File: config.mk
export PLATFORM = sky130hd
export DESIGN_NAME = serial_line_editor
export DESIGN_NICKNAME = d
export VERILOG_FILES = /design/src/design/sle_pkg.sv /design/src/design/sle_editor.sv /design/src/design/sle_emitter.sv /design/src/design/serial_line_editor.sv
export SDC_FILE = /design/constraint.sdc
export NUM_CORES = 1
export LEC_CHECK = 0
export BUFFER_PORTS_ARGS = -buffer_cell sky130_fd_sc_hd__buf_4
export CAP_MARGIN = 15
export CORE_UTILIZATION = 40
export DETAILED_ROUTE_END_ITERATION = 6
export PLACE_DENSITY = 0.54
export SYNTH_ARGS = -nofsm -noshare
export SYNTH_HDL_FRONTEND = slang
export SYNTH_HIERARCHICAL = 1
export SYNTH_SLANG_ARGS = --single-unit
File: constraint.sdc
create_clock -name clk_i -period 13.86 [get_ports clk_i]
set_clock_uncertainty 0.05 [all_clocks]
set_input_delay 0 -clock clk_i [delete_from_list [all_inputs] [get_ports clk_i]]
set_output_delay 0 -clock clk_i [all_outputs]
set_load 0.01 [all_outputs]
File: src/design/sle_pkg.sv
// Shared types, codes and character constants for the serial line editor.
// No dependencies; every module of the block imports this package.
package sle_pkg;

  localparam int SLE_BUF_DEPTH = 64;
  localparam bit SLE_ECHO_RESET = 1'b1;

  localparam logic [7:0] TOGGLE_RESET = 8'd27;

  localparam logic [7:0] CH_ENTER = 8'd13;
  localparam logic [7:0] CH_BACK  = 8'd8;
  localparam logic [7:0] CH_LF    = 8'd10;
  localparam logic [7:0] CH_DOT   = 8'h2E;
  localparam logic [7:0] CH_BANG  = 8'h21;
  localparam logic [7:0] CH_SPACE = 8'h20;
  localparam logic [7:0] CH_E     = 8'h45;
  localparam logic [7:0] CH_C     = 8'h43;
  localparam logic [7:0] CH_H     = 8'h48;
  localparam logic [7:0] CH_O     = 8'h4F;
  localparam logic [7:0] CH_N     = 8'h4E;
  localparam logic [7:0] CH_F     = 8'h46;

  localparam logic [1:0] KIND_BYTE    = 2'd0;
  localparam logic [1:0] KIND_RELEASE = 2'd1;
  localparam logic [1:0] KIND_READ    = 2'd2;

  localparam logic [1:0] ST_EDIT  = 2'd0;
  localparam logic [1:0] ST_READY = 2'd1;
  localparam logic [1:0] ST_LONG  = 2'd2;

  localparam logic REG_TOGGLE = 1'b0;

  typedef enum logic [1:0] {
    MSG_NONE = 2'd0,
    MSG_ON   = 2'd1,
    MSG_OFF  = 2'd2
  } msg_e;

  typedef enum logic [2:0] {
    TAIL_NONE    = 3'd0,
    TAIL_CHAR    = 3'd1,
    TAIL_ERASE   = 3'd2,
    TAIL_NL      = 3'd3,
    TAIL_BANG    = 3'd4,
    TAIL_BANG_NL = 3'd5,
    TAIL_DOT     = 3'd6,
    TAIL_DOT_NL  = 3'd7
  } tail_e;

  typedef struct packed {
    msg_e        msg;
    tail_e       tail;
    logic [7:0]  ch;
    logic [7:0]  rd_byte;
    logic [1:0]  status;
    logic        echo;
  } desc_t;

endpackage

File: src/design/sle_editor.sv
// Line editing state, line buffer memory and per-request transmit descriptor.
// Depends on sle_pkg; feeds sle_emitter through a one-entry descriptor register.
module sle_editor import sle_pkg::*; #(
  parameter int BUF_DEPTH  = SLE_BUF_DEPTH,
  parameter bit ECHO_RESET = SLE_ECHO_RESET
) (
  input  logic        clk_i,
  input  logic        rst_ni,
  input  logic        req_valid_i,
  output logic        req_ready_o,
  input  logic [1:0]  kind_i,
  input  logic [7:0]  rx_byte_i,
  input  logic [5:0]  read_index_i,
  input  logic [7:0]  toggle_byte_i,
  output logic        desc_valid_o,
  input  logic        desc_ready_i,
  output desc_t       desc_o
);

  localparam int AW = $clog2(BUF_DEPTH);
  localparam logic [7:0] DEPTH_B = 8'(BUF_DEPTH);
  localparam logic [AW-1:0] LAST_ADDR = AW'(BUF_DEPTH - 1);

  logic [7:0]    line_mem_q [BUF_DEPTH];
  logic [7:0]    wp_q, wp_d;
  logic          echo_q, echo_d;
  logic [1:0]    status_q, status_d;
  msg_e          msg_d;
  tail_e         tail_d;
  logic          desc_valid_q;
  desc_t         desc_q;
  logic [7:0]    rd_data_q;
  logic          rd_zero_q;
  logic          accept;
  logic          wr_en;
  logic [AW-1:0] wr_addr;
  logic [7:0]    wr_data;
  logic [7:0]    rd_ext;
  logic [AW-1:0] rd_addr;
  logic          rd_in_range;

  assign req_ready_o = !desc_valid_q || desc_ready_i;
  assign accept      = req_valid_i && req_ready_o;
  assign rd_ext      = {2'b00, read_index_i};
  assign rd_addr     = rd_ext[AW-1:0];
  assign rd_in_range = rd_ext < DEPTH_B;

  always_comb begin
    wp_d     = wp_q;
    echo_d   = echo_q;
    status_d = status_q;
    msg_d    = MSG_NONE;
    tail_d   = TAIL_NONE;
    wr_en    = 1'b0;
    wr_addr  = wp_q[AW-1:0];
    wr_data  = rx_byte_i;
    case (kind_i)
      KIND_BYTE: begin
        if (wp_q == 8'd0 && rx_byte_i == toggle_byte_i) begin
          echo_d = !echo_q;
          msg_d  = echo_d ? MSG_ON : MSG_OFF;
        end
        if (status_q != ST_EDIT) begin
          tail_d = echo_d ? TAIL_BANG_NL : TAIL_BANG;
        end else if (wp_q < DEPTH_B) begin
          if (rx_byte_i == CH_ENTER) begin
            wr_en    = 1'b1;
            wr_data  = 8'd0;
            wp_d     = 8'd0;
            status_d = ST_READY;
            tail_d   = echo_d ? TAIL_NL : TAIL_NONE;
          end else if (rx_byte_i == CH_BACK) begin
            if (wp_q != 8'd0) begin
              wp_d = wp_q - 8'd1;
            end
            tail_d = echo_d ? TAIL_ERASE : TAIL_NONE;
          end else begin
            wr_en  = 1'b1;
            wp_d   = wp_q + 8'd1;
            tail_d = echo_d ? TAIL_CHAR : TAIL_NONE;
          end
        end else begin
          if (rx_byte_i == CH_BACK) begin
            wp_d   = wp_q - 8'd1;
            tail_d = echo_d ? TAIL_ERASE : TAIL_NONE;
          end else begin
            if (wp_q != 8'hFF) begin
              wp_d = wp_q + 8'd1;
            end
            tail_d = echo_d ? TAIL_DOT : TAIL_NONE;
            if (rx_byte_i == CH_ENTER) begin
              tail_d   = echo_d ? TAIL_DOT_NL : TAIL_NONE;
              wr_en    = 1'b1;
              wr_addr  = LAST_ADDR;
              wr_data  = 8'd0;
              wp_d     = 8'd0;
              status_d = ST_LONG;
            end
          end
        end
      end
      KIND_RELEASE: begin
        status_d = ST_EDIT;
      end
      default: begin
      end
    endcase
  end

  always_ff @(posedge clk_i or negedge rst_ni) begin
    if (!rst_ni) begin
      wp_q         <= 8'd0;
      echo_q       <= ECHO_RESET;
      status_q     <= ST_EDIT;
      desc_valid_q <= 1'b0;
    end else begin
      if (accept) begin
        wp_q         <= wp_d;
        echo_q       <= echo_d;
        status_q     <= status_d;
        desc_valid_q <= 1'b1;
      end else if (desc_ready_i) begin
        desc_valid_q <= 1'b0;
      end
    end
  end

  always_ff @(posedge clk_i) begin
    if (accept) begin
      desc_q.msg     <= msg_d;
      desc_q.tail    <= tail_d;
      desc_q.ch      <= rx_byte_i;
      desc_q.rd_byte <= 8'd0;
      desc_q.status  <= status_d;
      desc_q.echo    <= echo_d;
      rd_zero_q      <= !(kind_i == KIND_READ && rd_in_range);
    end
    if (accept && wr_en) begin
      line_mem_q[wr_addr] <= wr_data;
    end
    if (accept && kind_i == KIND_READ) begin
      rd_data_q <= line_mem_q[rd_addr];
    end
  end

  always_comb begin
    desc_o         = desc_q;
    desc_o.rd_byte = rd_zero_q ? 8'd0 : rd_data_q;
  end

  assign desc_valid_o = desc_valid_q;

endmodule

File: src/design/sle_emitter.sv
// Walks a transmit descriptor into result items, one per unstalled cycle.
// Depends on sle_pkg; drives the output register of the result stream.
module sle_emitter import sle_pkg::*; (
  input  logic       clk_i,
  input  logic       rst_ni,
  input  logic       desc_valid_i,
  output logic       desc_ready_o,
  input  desc_t      desc_i,
  output logic       out_valid_o,
  input  logic       out_ready_i,
  output logic       tx_present_o,
  output logic [7:0] tx_char_o,
  output logic [7:0] read_byte_o,
  output logic [1:0] line_status_o,
  output logic       echo_on_o,
  output logic       last_o
);

  function automatic logic [7:0] msg_char(input logic off, input logic [3:0] k);
    logic [7:0] c;
    case (k)
      4'd0:    c = CH_E;
      4'd1:    c = CH_C;
      4'd2:    c = CH_H;
      4'd3:    c = CH_O;
      4'd4:    c = CH_SPACE;
      4'd5:    c = CH_O;
      4'd6:    c = off ? CH_F : CH_N;
      4'd7:    c = off ? CH_F : CH_LF;
      4'd8:    c = off ? CH_LF : CH_ENTER;
      default: c = CH_ENTER;
    endcase
    return c;
  endfunction

  function automatic logic [7:0] tail_char(input tail_e t, input logic [7:0] ch,
                                           input logic [3:0] j);
    logic [7:0] c;
    case (t)
      TAIL_CHAR:    c = ch;
      TAIL_ERASE:   c = (j == 4'd1) ? CH_SPACE : CH_BACK;
      TAIL_NL:      c = (j == 4'd0) ? CH_LF : CH_ENTER;
      TAIL_BANG:    c = CH_BANG;
      TAIL_BANG_NL: c = (j == 4'd0) ? CH_BANG : ((j == 4'd1) ? CH_LF : CH_ENTER);
      TAIL_DOT:     c = CH_DOT;
      TAIL_DOT_NL:  c = (j == 4'd0) ? CH_DOT : ((j == 4'd1) ? CH_LF : CH_ENTER);
      default:      c = 8'd0;
    endcase
    return c;
  endfunction

  logic [3:0] step_q;
  logic [3:0] msg_len;
  logic [3:0] tail_len;
  logic [3:0] total;
  logic       is_last;
  logic       load;
  logic [7:0] cur_char;
  logic       out_valid_q;
  logic       tx_present_q;
  logic [7:0] tx_char_q;
  logic [7:0] read_byte_q;
  logic [1:0] status_q;
  logic       echo_q;
  logic       last_q;

  always_comb begin
    case (desc_i.msg)
      MSG_ON:  msg_len = 4'd9;
      MSG_OFF: msg_len = 4'd10;
      default: msg_len = 4'd0;
    endcase
    case (desc_i.tail)
      TAIL_CHAR, TAIL_BANG, TAIL_DOT:            tail_len = 4'd1;
      TAIL_NL:                                   tail_len = 4'd2;
      TAIL_ERASE, TAIL_BANG_NL, TAIL_DOT_NL:     tail_len = 4'd3;
      default:                                   tail_len = 4'd0;
    endcase
  end

  assign total    = msg_len + tail_len;
  assign is_last  = (total == 4'd0) || (step_q == total - 4'd1);
  assign cur_char = (step_q < msg_len) ?
                    msg_char(desc_i.msg == MSG_OFF, step_q) :
                    tail_char(desc_i.tail, desc_i.ch, step_q - msg_len);

  assign load         = !out_valid_q || out_ready_i;
  assign desc_ready_o = load && is_last;

  always_ff @(posedge clk_i or negedge rst_ni) begin
    if (!rst_ni) begin
      out_valid_q <= 1'b0;
      step_q      <= 4'd0;
    end else if (load) begin
      out_valid_q <= desc_valid_i;
      if (desc_valid_i) begin
        step_q <= is_last ? 4'd0 : step_q + 4'd1;
      end
    end
  end

  always_ff @(posedge clk_i) begin
    if (load && desc_valid_i) begin
      tx_present_q <= (total != 4'd0);
      tx_char_q    <= (total != 4'd0) ? cur_char : 8'd0;
      read_byte_q  <= desc_i.rd_byte;
      status_q     <= desc_i.status;
      echo_q       <= desc_i.echo;
      last_q       <= is_last;
    end
  end

  assign out_valid_o   = out_valid_q;
  assign tx_present_o  = tx_present_q;
  assign tx_char_o     = tx_char_q;
  assign read_byte_o   = read_byte_q;
  assign line_status_o = status_q;
  assign echo_on_o     = echo_q;
  assign last_o        = last_q;

endmodule

File: src/design/serial_line_editor.sv
// Top level of the serial console line editor: stream ports, APB register.
// Depends on sle_pkg, sle_editor and sle_emitter.
//
// Requests enter on the s_axis channel: tuser carries the kind (received
// byte, release line, read buffer entry), tdata the received byte and the
// read index. Results leave on the m_axis channel, one run per request;
// tlast marks the final result of a run and tuser flags a transmit char.
// A request is taken into a one-entry descriptor register at its accept
// edge, where the line state and buffer are updated; its first result is
// loaded from the descriptor into the output register. While m_axis is
// not stalled the emitter gives one result per cycle: 1 for a request
// that sends nothing, up to 12 for a toggle byte that turns echo on
// followed by a pending-line answer, so a request occupies the emitter
// until its last result is loaded and the next request is accepted in
// the cycle its predecessor's last result is loaded.
// A stalled m_axis holds the output register and, behind it, the
// descriptor, which back-pressures s_axis. Reset clears the write
// position, line status and valid flags, sets echo to ECHO_RESET and the
// toggle byte to 27; buffer contents stay undefined until written.
module serial_line_editor import sle_pkg::*; #(
  parameter int BUF_DEPTH  = SLE_BUF_DEPTH,
  parameter bit ECHO_RESET = SLE_ECHO_RESET
) (
  input  logic        clk_i,
  input  logic        rst_ni,
  input  logic        s_axis_tvalid,
  output logic        s_axis_tready,
  input  logic [15:0] s_axis_tdata,  // rx_byte[7:0], read_index[13:8], zero pad
  input  logic [1:0]  s_axis_tuser,  // kind[1:0]
  output logic        m_axis_tvalid,
  input  logic        m_axis_tready,
  output logic [23:0] m_axis_tdata,  // tx_char[7:0], read_byte[15:8],
                                     // line_status[17:16], echo_on[18], zero pad
  output logic [0:0]  m_axis_tuser,  // tx_present[0]
  output logic        m_axis_tlast,
  input  logic        psel,
  input  logic        penable,
  input  logic        pwrite,
  input  logic [2:0]  paddr,
  input  logic [31:0] pwdata,
  output logic [31:0] prdata,
  output logic        pready
);

  logic [7:0] toggle_q;
  logic       desc_valid;
  logic       desc_ready;
  desc_t      desc;
  logic       tx_present;
  logic [7:0] tx_char;
  logic [7:0] read_byte;
  logic [1:0] line_status;
  logic       echo_on;

  assign pready = 1'b1;
  assign prdata = (paddr[2] == REG_TOGGLE) ? {24'd0, toggle_q} : 32'd0;

  always_ff @(posedge clk_i or negedge rst_ni) begin
    if (!rst_ni) begin
      toggle_q <= TOGGLE_RESET;
    end else if (psel && penable && pwrite && pready && paddr[2] == REG_TOGGLE) begin
      toggle_q <= pwdata[7:0];
    end
  end

  sle_editor #(
    .BUF_DEPTH  (BUF_DEPTH),
    .ECHO_RESET (ECHO_RESET)
  ) u_editor (
    .clk_i         (clk_i),
    .rst_ni        (rst_ni),
    .req_valid_i   (s_axis_tvalid),
    .req_ready_o   (s_axis_tready),
    .kind_i        (s_axis_tuser),
    .rx_byte_i     (s_axis_tdata[7:0]),
    .read_index_i  (s_axis_tdata[13:8]),
    .toggle_byte_i (toggle_q),
    .desc_valid_o  (desc_valid),
    .desc_ready_i  (desc_ready),
    .desc_o        (desc)
  );

  sle_emitter u_emitter (
    .clk_i         (clk_i),
    .rst_ni        (rst_ni),
    .desc_valid_i  (desc_valid),
    .desc_ready_o  (desc_ready),
    .desc_i        (desc),
    .out_valid_o   (m_axis_tvalid),
    .out_ready_i   (m_axis_tready),
    .tx_present_o  (tx_present),
    .tx_char_o     (tx_char),
    .read_byte_o   (read_byte),
    .line_status_o (line_status),
    .echo_on_o     (echo_on),
    .last_o        (m_axis_tlast)
  );

  assign m_axis_tdata = {5'd0, echo_on, line_status, read_byte, tx_char};
  assign m_axis_tuser = tx_present;

endmodule
---- Word level (Yosys, flattened, before mapping) ----
Memories as Yosys holds them, arrays and structs flattened. A register that Yosys moved wholly into a read port is not among the register bits.
Index checks and enable logic that the tools add are counted.
operators by class
  add/subtract/negate cells ............... 6
  order comparisons ....................... 3
  eq/ne operators ......................... 26
  muxes and demuxes ....................... 65
  bitwise logic cells ..................... 2
  reduce and logical (&&, ||, !) cells .... 33
operators with widths
  operator               number
  $mux W8                16
  $pmux W8 S8            1
  $pmux W8 S7            1
  $mux W6                6
  $mux W3                11
  $eq A4 B3 Y1 const B   4
  $eq A8 B4 Y1 const B   2
  $mux W1                16
  $mux W2                8
  $eq A3 B3 Y1 const B   4
  $logic_not A4 Y1       3
  $logic_and A1 B1 Y1    10
  $add A8 B1 Y8 const B  1
  $eq A4 B1 Y1 const B   2
  $eq A4 B2 Y1 const B   2
  $eq A8 B8 Y1           1
  $logic_not A8 Y1       1
  $lt A8 B7 Y1 const B   1
  $mux W4                2
  $ne A8 B8 Y1 const B   1
  $pmux W4 S2            1
  $reduce_bool A4 Y1     2
  $reduce_bool A8 Y1     1
  $sub A8 B1 Y8 const B  1
  25 further kinds       37
storage, ports and cells
  flip-flop bits (word level) ............. 63
  memory bits (writable) .................. 512
  input port bits ......................... 60
  word-level logic and storage cells ...... 155
  memories ................................ 1
memories
  memory               depth  bits a word  read ports  clocked after Yosys merged registers in  write ports  RTL line          RTL
  u_editor.line_mem_q  64     8            1           1                                        1            sle_editor.sv:24  logic [7:0] line_mem_q [BUF_DEPTH];

---- Depth between registers and ports, before layout ----
  depth after elaboration ................. 13
  mapped depth ............................ 20
  mapped depth without buffers ............ 17

---- Hierarchy ----
Netlist, hierarchy kept.
by module, submodules not included
  module              instances  cells each  area an instance (um2)  sequential area each (um2)
  sle_editor          1          1147        21936.0                 16427.0
  sle_emitter         1          162         1701.6                  755.7
  serial_line_editor  1          58          629.4                   205.2

---- Worst setup path before layout ----
No wires, ideal clock.
  path kind ............................... register -> register
  start ................................... register u_editor.desc_q (netlist bit u_editor/desc_o[19])
  end ..................................... memory u_editor.line_mem_q[5][0], enable pin
  arrival ................................. 4.253 ns
  data required time ...................... 13.415 ns
  slack ................................... 9.163 ns
  stages on the path, launching flop included .. 16
  path buffers ............................ 1
  period minus slack after synthesis ...... 4.697 ns
  path through ............................ edfxtp_1 > clkbuf_2 > inv_1 > nor2_1 > or3_1 > ha_1 > inv_1 > fa_1 > ha_1 > xnor2_1 > o41ai_4 > and2_1 > nand2b_1 > and3_1 > o21ai_1 > nor4_1
between the ends
  cells in the longest elaborated chain, start to end .. 13
  elaborated cells between the ends (all ways) .. 21
  those cells by class .................... 2 x add/sub; 8 x eq/ne; 3 x mux; 8 x reduce/logical
RTL lines
  what                                        RTL line                  RTL
  start: declaration                          sle_editor.sv:31          desc_t desc_q;
  $eq A3 B2 Y1, or another cell as far along  sle_emitter.sv:73         case (desc_i.tail)
  $reduce_or A3 Y1                            sle_emitter.sv:73
  $pmux W2 S3 (*)                             sle_emitter.sv:73
  $add A4 B2 Y4 (*)                           sle_emitter.sv:81         assign total = msg_len + tail_len;
  $sub A4 B1 Y4                               sle_emitter.sv:82         assign is_last = (total == 4'd0) || (step_q == total - 4'd1);
  $eq A4 B4 Y1                                sle_emitter.sv:82
  $logic_or A1 B1 Y1 (*)                      sle_emitter.sv:82
  net u_emitter.is_last                       sle_emitter.sv:56         logic is_last;
  $logic_and A1 B1 Y1 (*)                     sle_emitter.sv:88         assign desc_ready_o = load && is_last;
  net desc_ready                              serial_line_editor.sv:47  logic desc_ready;
  $logic_or A1 B1 Y1 (*)                      sle_editor.sv:42          assign req_ready_o = !desc_valid_q || desc_ready_i;
  net s_axis_tready                           serial_line_editor.sv:27  output logic s_axis_tready,
  $logic_and A1 B1 Y1 (*)                     sle_editor.sv:43          assign accept = req_valid_i && req_ready_o;
  $logic_and A1 B1 Y1 (*)                     sle_editor.sv:138         if (accept && wr_en) begin
  $mux W1 (*)                                 sle_editor.sv:138
  $mux W1 (not written as such) (*)           sle_editor.sv:139         line_mem_q[wr_addr] <= wr_data;
  end: declaration                            sle_editor.sv:24
Mark *: on every way through the listed nets, which the timed path passes. The rest lies on a longest branch.

---- Final worst setup path ----
  start ................................... register u_editor.desc_q (netlist bit u_editor/desc_o[19])
  end ..................................... memory u_editor.line_mem_q[27][7], enable pin
between the ends
  cells in the longest elaborated chain, start to end .. 13
  elaborated cells between the ends (all ways) .. 21
  those cells by class .................... 2 x add/sub; 8 x eq/ne; 3 x mux; 8 x reduce/logical
RTL lines
  what                                        RTL line
  $eq A3 B2 Y1, or another cell as far along  sle_emitter.sv:73
  $reduce_or A3 Y1                            sle_emitter.sv:73
  $pmux W2 S3 (*)                             sle_emitter.sv:73
  $add A4 B2 Y4 (*)                           sle_emitter.sv:81
  $sub A4 B1 Y4                               sle_emitter.sv:82
  $eq A4 B4 Y1                                sle_emitter.sv:82
  $logic_or A1 B1 Y1 (*)                      sle_emitter.sv:82
  net u_emitter.is_last                       sle_emitter.sv:56
  $logic_and A1 B1 Y1 (*)                     sle_emitter.sv:88
  net desc_ready                              serial_line_editor.sv:47
  $logic_or A1 B1 Y1 (*)                      sle_editor.sv:42
  $logic_and A1 B1 Y1 (*)                     sle_editor.sv:43
  $logic_and A1 B1 Y1 (*)                     sle_editor.sv:138
  $mux W1 (*)                                 sle_editor.sv:138
  $mux W1 (not written as such) (*)           sle_editor.sv:139
Marks and branches as above.

==> impl_metrics.csv <==
group,metric,value,unit
floorplan,rows,89,
cells_and_area,drive_gt1_frac,0.231,
clocking,clock_insertion_delay_worst_skew,0.64,ns
clocking,ctsResizeCount,0,
global_route,antenna_found_initial,0,
yosys,synthTopCellsByCount,"558 x edfxtp_1, 119 x nor2_1, 112 x mux4_2",
yosys,ys.warnings.count,6,
yosys,synth.avg_cell_area,17.8,sq um
worst_setup_path,cp.depth,15,
sta,worst_slew_pin_slew,1.06,ns
sta,final_hold_viol_count,0,
floorplan,core_area,59500,sq um
detailed_routing,drc,0,
status,outcome,"finished clean",
cells_and_area,fill_cells,5099,
worst_setup_path,startpoint_type,"flop",
worst_hold_path,holdPathStages,2,
yosys,yosys_register_bits,583,
worst_setup_path,critPathMostFrequentCell,"nor2_1",
floorplan,fp.dieH,248,um
cells_and_area,diodes,0,
sta,setup_viol,0,
global_route,grt_max_degree,68,
yosys,yosysMostFrequentCell,"edfxtp_1",
yosys,syn-cell-area,24300,sq um
sta,period_share,0.445,
power_and_ir_drop,power.leakage,8.98,nW
sta,max_freq,0.162,GHz
worst_setup_path,path_cells,"inv_1 -> nor2_1 -> or3_1 -> ha_1 -> inv_1 -> fa_1 -> ha_1 -> xnor2_1 -> o41ai_4 -> and2_1 -> nand2b_1 -> nand3_1 -> nor2_1 -> nand4_1 -> nor2_1",
yosys,ys.flop_type,"edfxtp_1",
sta,finalCriticalPeriod,6.17,ns
cells_and_area,syn_to_final_growth,13.8,%
yosys,synth_top_area_share,0.690,
global_route,grt-ovfl-total,0,
sta,rsz0062_at_grt,"false",
yosys,ys_top_cells_by_area,"edfxtp_1 69%, mux4_2 10%, dfrtp_1 2.1%",
sta,drv_slew,0,
detailed_routing,final_antenna_net_count,0,
clocking,cts-root-buf,"clkbuf_16",
worst_setup_path,crit_fanout,9,
global_route,grt_pass1_vias,12900,
detailed_routing,via_per_inst,5.58,
worst_setup_path,cpMaxStageDelayCell,"nor2_1",
worst_setup_path,reg2reg_depth,15,
yosys,synth-edff-count,558,
global_route,grt_pass1_wl,82600,um
job,max-cap-violations,0,
floorplan,start_util,0.408,
power_and_ir_drop,finalPower,4.22,mW
power_and_ir_drop,p_per_area,153,nW/um^2
worst_setup_path,endpoint_kind,"flop",
clocking,cts_buffer_depth,3,
detailed_routing,drtIter0Drc,1134,
floorplan,die_area,61700,sq um
place,gp_congestion,0.810,
floorplan,pin_count,121,
yosys,async_flop_share,0.0429,
yosys,seq_area_frac_synth,0.717,
clocking,tritoncts,"yes",
sta,finalSetupTns,0,ns
cells_and_area,nNetsFinal,1539,
floorplan,die_x,248,um
clocking,cts_setup_buffers,0,
place,dp_hpwl,33500,um
yosys,synth_cell_types,78,
clocking,h-tree-depth,2,
place,port_buffers,62,
detailed_routing,wire_per_inst,24.3,um
detailed_routing,firstDrtPassIters,5,
clocking,cts.clk_slew.worst_paths,0.06,ns
sta,relSlewSlack,0.287,
global_route,grt.total_usage,0.184,
worst_hold_path,hp-class,"in -> reg",
worst_setup_path,cp.arrival,6.37,ns
worst_setup_path,required,14.06,ns
clocking,ctsHoldBuffers,33,
power_and_ir_drop,peakVddDrop,0.112,mV
yosys,synth.largest_area_cell,"edfxtp_1",
clocking,cts_buffers,59,
worst_setup_path,path_buf_inv,2,
worst_setup_path,crit_family,"simple AND/OR/NAND/NOR gates",
detailed_routing,routed_wirelength,55500,um
yosys,syn_inst,1367,
worst_setup_path,path_class,"reg -> reg",
worst_setup_path,critPathMaxStageDelay,0.95,ns
clocking,cts.sinks,583,
detailed_routing,vias,12800,
[layer usage]
metal / wire [um] / global-route usage / vias up
li1: - / - / 5603
met1: 24600 / 0.256 / 6713
met2: 26600 / 0.294 / 367
met3: 2920 / 0.0304 / 81
met4: 1420 / 0.0610 / 0
met5: 0 / 0 / -
[state kept, by name, indices dropped and copies added, names as in the netlist]
signal,count
u_emitter/tx_char_o,8
u_editor/echo_q,1
u_emitter/step_q,4
u_editor/rd_zero_q,1
u_emitter/line_status_o,2
u_emitter/echo_on_o,1
u_editor/rd_data_q,8
toggle_q,8
u_editor/desc_o,16
u_editor/wp_q,8
u_emitter/last_o,1
u_editor/line_mem_q,512
u_emitter/read_byte_o,8
u_editor/status_q,2
u_emitter/tx_present_o,1
u_emitter/out_valid_o,1
u_editor/desc_valid_o,1
[worst paths after layout]
kind                                startpoint                         end  slack, ns
setup / recovery           u_editor/desc_o[19]  u_editor/line_mem_q[27][7]       7.69
hold / removal                 s_axis_tdata[3]         u_editor/desc_o[14]       0.12
setup reg to reg           u_editor/desc_o[19]  u_editor/line_mem_q[27][7]       7.69
hold reg to reg             u_editor/desc_o[1]  u_emitter/line_status_o[0]       0.38
max in group asynchronous               rst_ni         u_emitter/step_q[1]      13.14
min in group asynchronous               rst_ni       u_emitter/out_valid_o       0.46
[placed cells by master (no fill, tap or decap), types with 10 or more instances in the layout]
master | Yosys | final
clkbuf_1 | 28 | 12
o21ai_0 | 27 | 27
xnor2_1 | 16 | 16
clkinv_1 | 0 | 13
mux2i_1 | 27 | 27
inv_1 | 22 | 22
ha_1 | 14 | 14
conb_1 | 2 | 30
or3_1 | 10 | 10
dfrtp_1 | 20 | 20
nor2_1 | 119 | 119
nor2b_1 | 16 | 16
mux4_2 | 112 | 112
dlygate4sd3_1 | 1 | 32
mux2_2 | 41 | 41
nand2_1 | 38 | 38
clkinv_2 | 0 | 14
edfxtp_1 | 558 | 558
nand4_1 | 11 | 11
a21oi_1 | 20 | 20
clkbuf_16 | 0 | 59
nand2b_1 | 12 | 12
buf_4 | 41 | 71
nand3_1 | 27 | 27
o22ai_1 | 31 | 31
[cell type report]
class,instances,area (sq um),area share
timing repair buffer,105,885,0.0320
tap,773,967,0.0350
clock buffer,73,1550,0.0561
multi-input combinational,691,6370,0.231
clock inverter,38,364,0.0132
inverter,23,86.3,0.00313
sequential,583,17400,0.630
[power breakdown]
part / leakage, nW / internal, mW / switching [mW]
combinational: 2.70 / 0.228 / 0.351
sequential: 5.33 / 2.01 / 0.0598
clock: 0.944 / 0.906 / 0.666
[logic make-up after synthesis]
kind of cell / count (synthesis) / share of synthesized area
buffers and inverters: 121 / 0.0270
other: 2 / 0.000309
multiplexers: 181 / 0.135
XOR/XNOR: 18 / 0.00650
AO/OA/AOI/OAI: 153 / 0.0442
AND/OR/NAND/NOR: 293 / 0.0619
adder cells (fa/ha/maj): 16 / 0.00887
flip-flops: 583 / 0.717
[stage by stage]
stage	hold WS, ns	utilization	cells	setup WS (ns)	cell area, sq um
CTS	0.0596	0.464	2285	7.68	27600
finish	0.116	0.464	2286	7.69	27600
floorplan	-0.346	-	1395	9.16	24400
detailed placement	-0.108	0.426	2141	7.71	25300
global placement	-0.111	0.426	2141	7.82	25300
global route	0.0952	0.464	2286	7.37	27600
Power figures use the tool's default switching activity.
